--- config.mk ---
export PLATFORM = sky130hd
export DESIGN_NAME = gw_ctrl
export DESIGN_NICKNAME = d
export VERILOG_FILES = /design/src/hw/rtl/gw_pkg.sv /design/src/hw/rtl/gw_ctrl.sv
export SDC_FILE = /design/constraint.sdc
export NUM_CORES = 1
export LEC_CHECK = 0
export ABC_AREA = 1
export BUFFER_PORTS_ARGS = -buffer_cell sky130_fd_sc_hd__buf_2
export CELL_PAD_IN_SITES_DETAIL_PLACEMENT = 0
export CELL_PAD_IN_SITES_GLOBAL_PLACEMENT = 2
export CORE_ASPECT_RATIO = 1.5
export CORE_MARGIN = 2
export CORE_UTILIZATION = 28
export CTS_CLUSTER_SIZE = 40
export DETAILED_ROUTE_END_ITERATION = 10
export PLACE_DENSITY_LB_ADDON = 0.1
export REMOVE_ABC_BUFFERS = 1
export SETUP_SLACK_MARGIN = 0.1
export SKIP_CTS_REPAIR_TIMING = 1
export SYNTH_ARGS = -nofsm -noshare
export SYNTH_HDL_FRONTEND = slang
export SYNTH_SLANG_ARGS = --single-unit
--- constraint.sdc ---
create_clock -name i_clk -period 2 [get_ports i_clk]
set_clock_uncertainty 0.2 [all_clocks]
set_input_delay 0.1 -clock i_clk [delete_from_list [all_inputs] [get_ports i_clk]]
set_output_delay 0.1 -clock i_clk [all_outputs]
set_load 0.02 [all_outputs]
--- src/hw/rtl/gw_pkg.sv ---
package gw_pkg;

    localparam int GW_MAX_VERTICES = 64;
    localparam int GW_MAX_EDGES    = 256;
    localparam int VERT_W          = 6;
    localparam int VC_W            = 7;

    typedef enum logic [1:0] {
        K_CLEAR = 2'd0,
        K_ADD   = 2'd1,
        K_BFS   = 2'd2,
        K_DFS   = 2'd3
    } t_kind;

    typedef enum logic [1:0] {
        ST_OK    = 2'd0,
        ST_FULL  = 2'd1,
        ST_RANGE = 2'd2
    } t_status;

    // datapath operations, one per cycle
    typedef enum logic [3:0] {
        OP_NONE      = 4'd0,
        OP_LOAD      = 4'd1,
        OP_CLEAR     = 4'd2,
        OP_ADD_RD_A  = 4'd3,
        OP_ADD_WR_A  = 4'd4,
        OP_ADD_RD_B  = 4'd5,
        OP_ADD_WR_B  = 4'd6,
        OP_WALK_INIT = 4'd7,
        OP_Q_RD      = 4'd8,
        OP_HEAD_RD_Q = 4'd9,
        OP_PTR_HEAD  = 4'd10,
        OP_BFS_USE   = 4'd11,
        OP_DFS_USE   = 4'd12,
        OP_STK_RD    = 4'd13,
        OP_PTR_STK   = 4'd14
    } t_op;

    typedef struct packed {
        t_op     op;
        logic    emit;
        logic    emit_pend;
        logic    emit_last;
        t_status emit_stat;
    } t_cmd;

    typedef struct packed {
        t_kind kind;
        logic  range_err;
        logic  mem_full;
        logic  q_empty;
        logic  rear_room;
        logic  top_room;
        logic  top_one;
        logic  ptr_null;
        logic  nbr_ok;
        logic  out_free;
    } t_stat;

endpackage

--- src/hw/rtl/gw_ctrl.sv ---
module gw_ctrl (
    input  logic          i_clk,
    input  logic          i_rst_n,
    input  logic          i_in_valid,
    output logic          o_in_ready,
    input  gw_pkg::t_stat i_stat,
    output gw_pkg::t_cmd  o_cmd
);
    typedef enum logic [14:0] {
        S_IDLE   = 15'h0001,
        S_DEC    = 15'h0002,
        S_ADD_A  = 15'h0004,
        S_ADD_RB = 15'h0008,
        S_ADD_B  = 15'h0010,
        S_BQ     = 15'h0020,
        S_BQ_W   = 15'h0040,
        S_BH_W   = 15'h0080,
        S_BE     = 15'h0100,
        S_BE_W   = 15'h0200,
        S_DH_W   = 15'h0400,
        S_DL     = 15'h0800,
        S_DS_W   = 15'h1000,
        S_DE_W   = 15'h2000,
        S_FIN    = 15'h4000
    } t_state;

    t_state r_state, n_state;

    always_ff @(posedge i_clk) begin
        if (!i_rst_n) begin
            r_state <= S_IDLE;
        end else begin
            r_state <= n_state;
        end
    end

    always_comb begin
        n_state         = r_state;
        o_in_ready      = 1'b0;
        o_cmd.op        = gw_pkg::OP_NONE;
        o_cmd.emit      = 1'b0;
        o_cmd.emit_pend = 1'b0;
        o_cmd.emit_last = 1'b0;
        o_cmd.emit_stat = gw_pkg::ST_OK;
        case (r_state)
            S_IDLE: begin
                o_in_ready = 1'b1;
                if (i_in_valid) begin
                    o_cmd.op = gw_pkg::OP_LOAD;
                    n_state  = S_DEC;
                end
            end
            S_DEC: begin
                if (i_stat.kind == gw_pkg::K_CLEAR) begin
                    if (i_stat.out_free) begin
                        o_cmd.op        = gw_pkg::OP_CLEAR;
                        o_cmd.emit      = 1'b1;
                        o_cmd.emit_last = 1'b1;
                        n_state         = S_IDLE;
                    end
                end else if (i_stat.range_err || (i_stat.kind == gw_pkg::K_ADD &&
                                                  i_stat.mem_full)) begin
                    if (i_stat.out_free) begin
                        o_cmd.emit      = 1'b1;
                        o_cmd.emit_last = 1'b1;
                        o_cmd.emit_stat = i_stat.range_err ? gw_pkg::ST_RANGE
                                                           : gw_pkg::ST_FULL;
                        n_state         = S_IDLE;
                    end
                end else if (i_stat.kind == gw_pkg::K_ADD) begin
                    o_cmd.op = gw_pkg::OP_ADD_RD_A;
                    n_state  = S_ADD_A;
                end else begin
                    o_cmd.op = gw_pkg::OP_WALK_INIT;
                    n_state  = (i_stat.kind == gw_pkg::K_BFS) ? S_BQ : S_DH_W;
                end
            end
            S_ADD_A: begin
                o_cmd.op = gw_pkg::OP_ADD_WR_A;
                n_state  = S_ADD_RB;
            end
            S_ADD_RB: begin
                o_cmd.op = gw_pkg::OP_ADD_RD_B;
                n_state  = S_ADD_B;
            end
            S_ADD_B: begin
                if (i_stat.out_free) begin
                    o_cmd.op        = gw_pkg::OP_ADD_WR_B;
                    o_cmd.emit      = 1'b1;
                    o_cmd.emit_last = 1'b1;
                    n_state         = S_IDLE;
                end else begin
                    // keep the second endpoint's head on the read port
                    o_cmd.op = gw_pkg::OP_ADD_RD_B;
                end
            end
            S_BQ: begin
                if (i_stat.q_empty) begin
                    n_state = S_FIN;
                end else begin
                    o_cmd.op = gw_pkg::OP_Q_RD;
                    n_state  = S_BQ_W;
                end
            end
            S_BQ_W: begin
                o_cmd.op = gw_pkg::OP_HEAD_RD_Q;
                n_state  = S_BH_W;
            end
            S_BH_W: begin
                o_cmd.op = gw_pkg::OP_PTR_HEAD;
                n_state  = S_BE;
            end
            S_BE: begin
                n_state = i_stat.ptr_null ? S_BQ : S_BE_W;
            end
            S_BE_W: begin
                if (!(i_stat.nbr_ok && i_stat.rear_room)) begin
                    o_cmd.op = gw_pkg::OP_BFS_USE;
                    n_state  = S_BE;
                end else if (i_stat.out_free) begin
                    // new vertex found: the held one goes out, not last
                    o_cmd.op        = gw_pkg::OP_BFS_USE;
                    o_cmd.emit      = 1'b1;
                    o_cmd.emit_pend = 1'b1;
                    n_state         = S_BE;
                end
            end
            S_DH_W: begin
                o_cmd.op = gw_pkg::OP_PTR_HEAD;
                n_state  = S_DL;
            end
            S_DL: begin
                if (!i_stat.ptr_null) begin
                    n_state = S_DE_W;
                end else if (i_stat.top_one) begin
                    n_state = S_FIN;
                end else begin
                    o_cmd.op = gw_pkg::OP_STK_RD;
                    n_state  = S_DS_W;
                end
            end
            S_DS_W: begin
                o_cmd.op = gw_pkg::OP_PTR_STK;
                n_state  = S_DL;
            end
            S_DE_W: begin
                if (!(i_stat.nbr_ok && i_stat.top_room)) begin
                    o_cmd.op = gw_pkg::OP_DFS_USE;
                    n_state  = S_DL;
                end else if (i_stat.out_free) begin
                    o_cmd.op        = gw_pkg::OP_DFS_USE;
                    o_cmd.emit      = 1'b1;
                    o_cmd.emit_pend = 1'b1;
                    n_state         = S_DH_W;
                end
            end
            S_FIN: begin
                if (i_stat.out_free) begin
                    o_cmd.emit      = 1'b1;
                    o_cmd.emit_pend = 1'b1;
                    o_cmd.emit_last = 1'b1;
                    n_state         = S_IDLE;
                end
            end
            default: begin
                n_state = S_IDLE;
            end
        endcase
    end
endmodule

==> Word-level counts from Yosys, hierarchy flattened <==
Cells that the tools add are included.
{ "word_totals": {"reg_bits": 15, "input_bits": 14} }
{ "classes": {"n_mux": 44, "eq_ne": 20, "reduce_logical": 9} }
{ "ops": {"columns": ["cell", "count"], "rows": [
  ["$pmux W15 S13", 1],
  ["$mux W15", 11],
  ["$pmux W4 S12", 1],
  ["$mux W11", 2],
  ["$mux W4", 5],
  ["$mux W3", 6],
  ["$eq A15 B1 Y1 const B", 1],
  ["$eq A15 B10 Y1 const B", 1],
  ["$eq A15 B11 Y1 const B", 1],
  ["$eq A15 B12 Y1 const B", 1],
  ["$eq A15 B13 Y1 const B", 1],
  ["$eq A15 B14 Y1 const B", 1],
  ["$eq A15 B15 Y1 const B", 1],
  ["$eq A15 B2 Y1 const B", 1],
  ["$eq A15 B3 Y1 const B", 1],
  ["$eq A15 B4 Y1 const B", 1],
  ["$eq A15 B5 Y1 const B", 1],
  ["$eq A15 B6 Y1 const B", 1],
  ["$eq A15 B7 Y1 const B", 1],
  ["$eq A15 B8 Y1 const B", 1],
  ["$eq A15 B9 Y1 const B", 1],
  ["$mux W2", 6],
  ["$mux W6", 2],
  ["$mux W10", 1],
  ["other kinds (13)", 23]
]} }

==> Depth between registers and ports, before layout <==
{ "depth": {"ltp_word": 6, "depth_mapped": 13} }

==> Worst setup path after synthesis <==
No wires, ideal clock.
{ "synth_path": {"path_kind": "register -> output", "start": "reg r_state[14]", "end": "out o_cmd[0] (netlist bit)", "setup_slack_ns": 0.043, "t_arrival_ns": 1.657, "n_path_buf": 1, "path_stages_with_launch": 9, "t_required_ns": 1.700, "path_cell_list": "dfxtp_1 nor2_2 nand2_2 nor2_4 buf_6 nand2_2 nor2_1 inv_1 nor4_1"} }
{ "synth_lines": {"columns": ["element", "line", "source"], "rows": [
  ["start: declaration", "gw_ctrl.sv:27", "t_state r_state, n_state;"],
  ["start signal: assignment", "gw_ctrl.sv:33", "r_state <= n_state;"],
  ["end: declaration", "gw_ctrl.sv:7", "output gw_pkg::t_cmd o_cmd"]
]} }

==> run_summary.xml <==
<?xml version="1.0" encoding="UTF-8"?>
<metrics>
  <group name="routing">
    <metric name="drt-total-wl" unit="mm">3.92</metric>
    <metric name="detail_route.vias_per_cell" unit="">4.88</metric>
    <metric name="dr.first_iter.drc_count" unit="">47</metric>
    <metric name="detail_route_antenna_nets" unit="">0</metric>
    <metric name="firstDrtPassIters" unit="">4</metric>
    <metric name="residual_drc_count" unit="">0</metric>
    <metric name="drt-wirelength-per-cell" unit="um">13.2</metric>
    <metric name="route.vias.total" unit="">1444</metric>
  </group>
  <group name="global_route">
    <metric name="grt_max_degree" unit="">14</metric>
    <metric name="antenna_found_initial" unit="">0</metric>
    <metric name="grt_pass1_wl" unit="mm">6.00</metric>
    <metric name="first_global_vias" unit="">1314</metric>
    <metric name="global_route.usage.total" unit="%">16.2</metric>
    <metric name="grt-ovfl-total" unit="">0</metric>
  </group>
  <group name="floorplan">
    <metric name="core" unit="sq um">4170</metric>
    <metric name="die_h" unit="um">84.1</metric>
    <metric name="chipWidth" unit="um">57.4</metric>
    <metric name="pin_count" unit="">24</metric>
    <metric name="die_area" unit="sq um">4830</metric>
    <metric name="floorplan.initialDensity" unit="%">28.7</metric>
    <metric name="rows" unit="">29</metric>
  </group>
  <group name="pwr">
    <metric name="power.share.combinational" unit="%">40.8</metric>
    <metric name="clockPowerShare" unit="%">25.9</metric>
    <metric name="power-per-cell-area" unit="nW/um^2">533</metric>
    <metric name="ir_worst_vdd" unit="mV">0.327</metric>
    <metric name="switching_share" unit="%">37.6</metric>
    <metric name="power_switching" unit="mW">0.373</metric>
    <metric name="total_leakage_power" unit="nW">0.906</metric>
    <metric name="intPower" unit="mW">0.619</metric>
    <metric name="post-layout-total-power" unit="mW">0.992</metric>
    <metric name="seq_power_share" unit="%">33.3</metric>
  </group>
  <group name="worst_setup_path">
    <metric name="crit_path_end_kind" unit="">output pin</metric>
    <metric name="required_worst_endpoint" unit="ns">1.70</metric>
    <metric name="startpoint_type" unit="">register</metric>
    <metric name="timing.setup.critical_path_class" unit="">reg -&gt; out</metric>
    <metric name="critPathMaxStageDelay" unit="ns">0.35</metric>
    <metric name="cpMaxStageDelayCell" unit="">sky130_fd_sc_hd__dfxtp_2</metric>
    <metric name="path_buf_inv" unit="">3</metric>
    <metric name="worstPathMaxFanout" unit="">6</metric>
    <metric name="series_of_cell_instances_along_the_critical_path" unit="">nor2_4 -&gt; nand2_4 -&gt; nor2_4 -&gt; buf_6 -&gt; nand3_2 -&gt; o21ai_2 -&gt; inv_2 -&gt; a31oi_4 -&gt; buf_6</metric>
    <metric name="worst_path_top_cell_family_by_delay" unit="">simple AND/OR/NAND/NOR gates</metric>
    <metric name="worstPathArrival" unit="ns">1.73</metric>
  </group>
  <group name="placed_design">
    <metric name="numPortBuffers" unit="">23</metric>
    <metric name="postPlaceCellArea" unit="sq um">1410</metric>
    <metric name="dp_hpwl" unit="mm">3.12</metric>
    <metric name="gp_congestion" unit="">0.863</metric>
  </group>
  <group name="logic_synthesis">
    <metric name="synthesis.instances" unit="">202</metric>
    <metric name="syn_avg_cell_area" unit="sq um">5.93</metric>
    <metric name="seq_area_frac_synth" unit="%">25.1</metric>
    <metric name="synth-edff-count" unit="">0</metric>
    <metric name="synth_ff_type" unit="">sky130_fd_sc_hd__dfxtp_1</metric>
    <metric name="post_synth_num_cell_types" unit="">28</metric>
    <metric name="synth_area_leader_cell" unit="">sky130_fd_sc_hd__dfxtp_1</metric>
    <metric name="yosys.area.top_type_share" unit="%">25.1</metric>
    <metric name="yosysWarnings" unit="">0</metric>
    <metric name="synth_seq_cells" unit="">15</metric>
    <metric name="synth.area.top_cells" unit="">sky130_fd_sc_hd__dfxtp_1 (25%), sky130_fd_sc_hd__nand2_1 (16%), sky130_fd_sc_hd__nor2_1 (13%)</metric>
    <metric name="synth_area" unit="sq um">1200</metric>
    <metric name="async_reset_ff_share" unit="%">0</metric>
  </group>
  <group name="clock_network">
    <metric name="cts_buffers" unit="">3</metric>
    <metric name="h-tree-depth" unit="">1</metric>
    <metric name="cts.sink_count" unit="">15</metric>
    <metric name="cts-root-buf" unit="">sky130_fd_sc_hd__clkbuf_8</metric>
    <metric name="tritoncts" unit="">yes</metric>
    <metric name="clock_latency_late_sink" unit="ns">0.25</metric>
    <metric name="clock_tree.buffer_depth" unit="">2</metric>
    <metric name="clk_pin_slew_worst_setup_hold_paths" unit="ns">0.07</metric>
  </group>
  <group name="sta">
    <metric name="timing_hold_violations_final" unit="">4</metric>
    <metric name="slew_headroom" unit="%">66.0</metric>
    <metric name="timing.final.crit_period" unit="ns">2.03</metric>
    <metric name="setup_total_negative_slack" unit="ns">-0.0737</metric>
    <metric name="final.period_utilization" unit="%">102</metric>
    <metric name="worst-slew-pin-transition" unit="ns">0.510</metric>
    <metric name="unrepaired_setup_endpoints_after_global_routing" unit="">yes</metric>
    <metric name="timing.final.max_slew_violations" unit="">0</metric>
    <metric name="clock.fmax" unit="MHz">492</metric>
    <metric name="report.final.setup_viol" unit="">4</metric>
    <metric name="setup_ws" unit="ns">-0.0307</metric>
    <metric name="hold_ws" unit="ns">-0.0665</metric>
  </group>
  <group name="layout">
    <metric name="antenna_cells_inserted" unit="">0</metric>
    <metric name="synthToLayoutAreaGrowth" unit="%">55.2</metric>
    <metric name="final_cell_area" unit="sq um">1860</metric>
    <metric name="nFillCells" unit="">471</metric>
    <metric name="regMostFlops" unit="">r_state</metric>
    <metric name="num-nets-final" unit="">268</metric>
    <metric name="largest_reg_flops" unit="">15</metric>
    <metric name="layout-drive-gt1-share" unit="%">46.0</metric>
    <metric name="reg_top3" unit="">r_state (15)</metric>
  </group>
  <group name="min_path">
    <metric name="holdCritPathClass" unit="">in -&gt; reg</metric>
  </group>
  <group name="run_status">
    <metric name="run_status" unit="">finished, violations left</metric>
    <metric name="failed_checks" unit="">hold timing, setup timing</metric>
  </group>
  <group name="job">
    <metric name="cap_viol_max_count" unit="">0</metric>
  </group>
</metrics>
[Yosys cell counts, types with 3 or more instances]
cell type                 number
sky130_fd_sc_hd__nand2_1      52
sky130_fd_sc_hd__nor2_1       42
sky130_fd_sc_hd__inv_1        26
sky130_fd_sc_hd__dfxtp_1      15
sky130_fd_sc_hd__nand3_1      14
sky130_fd_sc_hd__o21ai_0       8
sky130_fd_sc_hd__a21oi_1       6
sky130_fd_sc_hd__nand2_2       6
sky130_fd_sc_hd__nor2_2        4
sky130_fd_sc_hd__ha_1          3
[per-stage QoR]
stage / worst slack, ns / instances / hold slack (ns) / utilization [%]
after CTS: -0.261 / 280 / -0.157 / 34.8
after detailed placement: 0.0199 / 276 / 0.109 / 33.7
final: -0.0307 / 296 / -0.0665 / 44.6
after global routing: -0.139 / 296 / -0.0566 / 44.6
after global placement: -0.0188 / 276 / 0.105 / 33.7
after floorplan: 0.0532 / 199 / -0.0313 / -
[layout make-up]
type	count	area [sq um]	area share, %
multi-input cells	157	978	52.6
flip-flops and latches	15	315	16.9
clock buffers	4	45.0	2.42
well taps	46	57.6	3.09
repair buffers	47	362	19.4
inverters	27	103	5.51
[power groups by stage]
stage	Combinational, mW	Clock [mW]	Sequential (mW)
2_1_floorplan	0.202	0	0.326
4_1_cts	0.303	0.265	0.323
6_report	0.405	0.257	0.331
3_3_place_gp	0.304	0	0.330
3_5_place_dp	0.303	0	0.330
5_1_grt	0.448	0.279	0.333
[placed cells by master (no fill, tap or decap)]
cell,count
sky130_fd_sc_hd__nor2_1,31
sky130_fd_sc_hd__a21oi_1,3
sky130_fd_sc_hd__nand3_4,3
sky130_fd_sc_hd__buf_4,22
sky130_fd_sc_hd__o211ai_1,1
sky130_fd_sc_hd__nand4_1,2
sky130_fd_sc_hd__o21a_1,1
sky130_fd_sc_hd__nor4_2,1
sky130_fd_sc_hd__nand2_2,12
sky130_fd_sc_hd__clkinv_2,1
sky130_fd_sc_hd__o21ai_0,4
sky130_fd_sc_hd__clkbuf_8,3
sky130_fd_sc_hd__a31oi_4,1
sky130_fd_sc_hd__o21ai_2,4
sky130_fd_sc_hd__nand3b_1,1
sky130_fd_sc_hd__a21oi_2,3
sky130_fd_sc_hd__nor3b_2,1
sky130_fd_sc_hd__dlygate4sd3_1,3
sky130_fd_sc_hd__nor3_1,1
sky130_fd_sc_hd__nand2_1,42
sky130_fd_sc_hd__nor2_4,11
sky130_fd_sc_hd__and2_4,1
sky130_fd_sc_hd__nand3_1,11
sky130_fd_sc_hd__o21ai_1,3
sky130_fd_sc_hd__buf_6,9
sky130_fd_sc_hd__nor2_2,6
sky130_fd_sc_hd__o2111ai_2,1
sky130_fd_sc_hd__o2111ai_1,1
sky130_fd_sc_hd__nor3_2,2
sky130_fd_sc_hd__clkbuf_1,1
sky130_fd_sc_hd__inv_2,3
sky130_fd_sc_hd__inv_1,23
sky130_fd_sc_hd__buf_2,13
sky130_fd_sc_hd__dfxtp_2,12
sky130_fd_sc_hd__nor3b_1,1
sky130_fd_sc_hd__nand2_4,4
sky130_fd_sc_hd__nand3_2,2
sky130_fd_sc_hd__ha_1,3
sky130_fd_sc_hd__dfxtp_1,3
[worst paths after layout]
| path | from | to | slack (ns) | cells past startpoint |
|---|---|---|---|---|
| worst min-delay path | i_stat[2] | r_state[12]$_SDFFE_PN0P_ | -0.07 | 3 |
| worst max-delay path | r_state[1]$_SDFFE_PN0P_ | o_cmd[4] | -0.03 | 9 |
| worst max register to register | r_state[1]$_SDFFE_PN0P_ | r_state[9]$_SDFFE_PN0P_ | 0.04 | 12 |
| worst min register to register | r_state[13]$_SDFFE_PN0P_ | r_state[13]$_SDFFE_PN0P_ | 0.29 | 2 |
[kinds of logic after synthesis]
group	synth area share [%]
simple gates	50.1
fa+ha+maj	3.13
flops	25.1
buf+inv	10.8
compound gates	11.0
[metal layers]
layer / vias to the layer above / GRT usage (%) / share of wire (%)
met1: 683 / 17.8 / 41
met5: - / 0 / 0
met3: 8 / 2.47 / 2.6
met4: 0 / 5.29 / 2.3
met2: 19 / 30.4 / 54
li1: 734 / - / -
[worst register-to-register path, stage by stage, from the launching register on]
cell and delay, ns:
sky130_fd_sc_hd__dfxtp_2 0.35, sky130_fd_sc_hd__nor2_4 0.14, sky130_fd_sc_hd__nand2_4 0.08, sky130_fd_sc_hd__nor2_4 0.22, sky130_fd_sc_hd__buf_6 0.14, sky130_fd_sc_hd__nand3_2 0.08, sky130_fd_sc_hd__o21ai_2 0.09, sky130_fd_sc_hd__buf_4 0.13
sky130_fd_sc_hd__buf_4 0.11, sky130_fd_sc_hd__nand2_2 0.06, sky130_fd_sc_hd__o21ai_2 0.09, sky130_fd_sc_hd__nand2_1 0.09, sky130_fd_sc_hd__a21oi_2 0.11
Power figures use the tool's default switching activity.
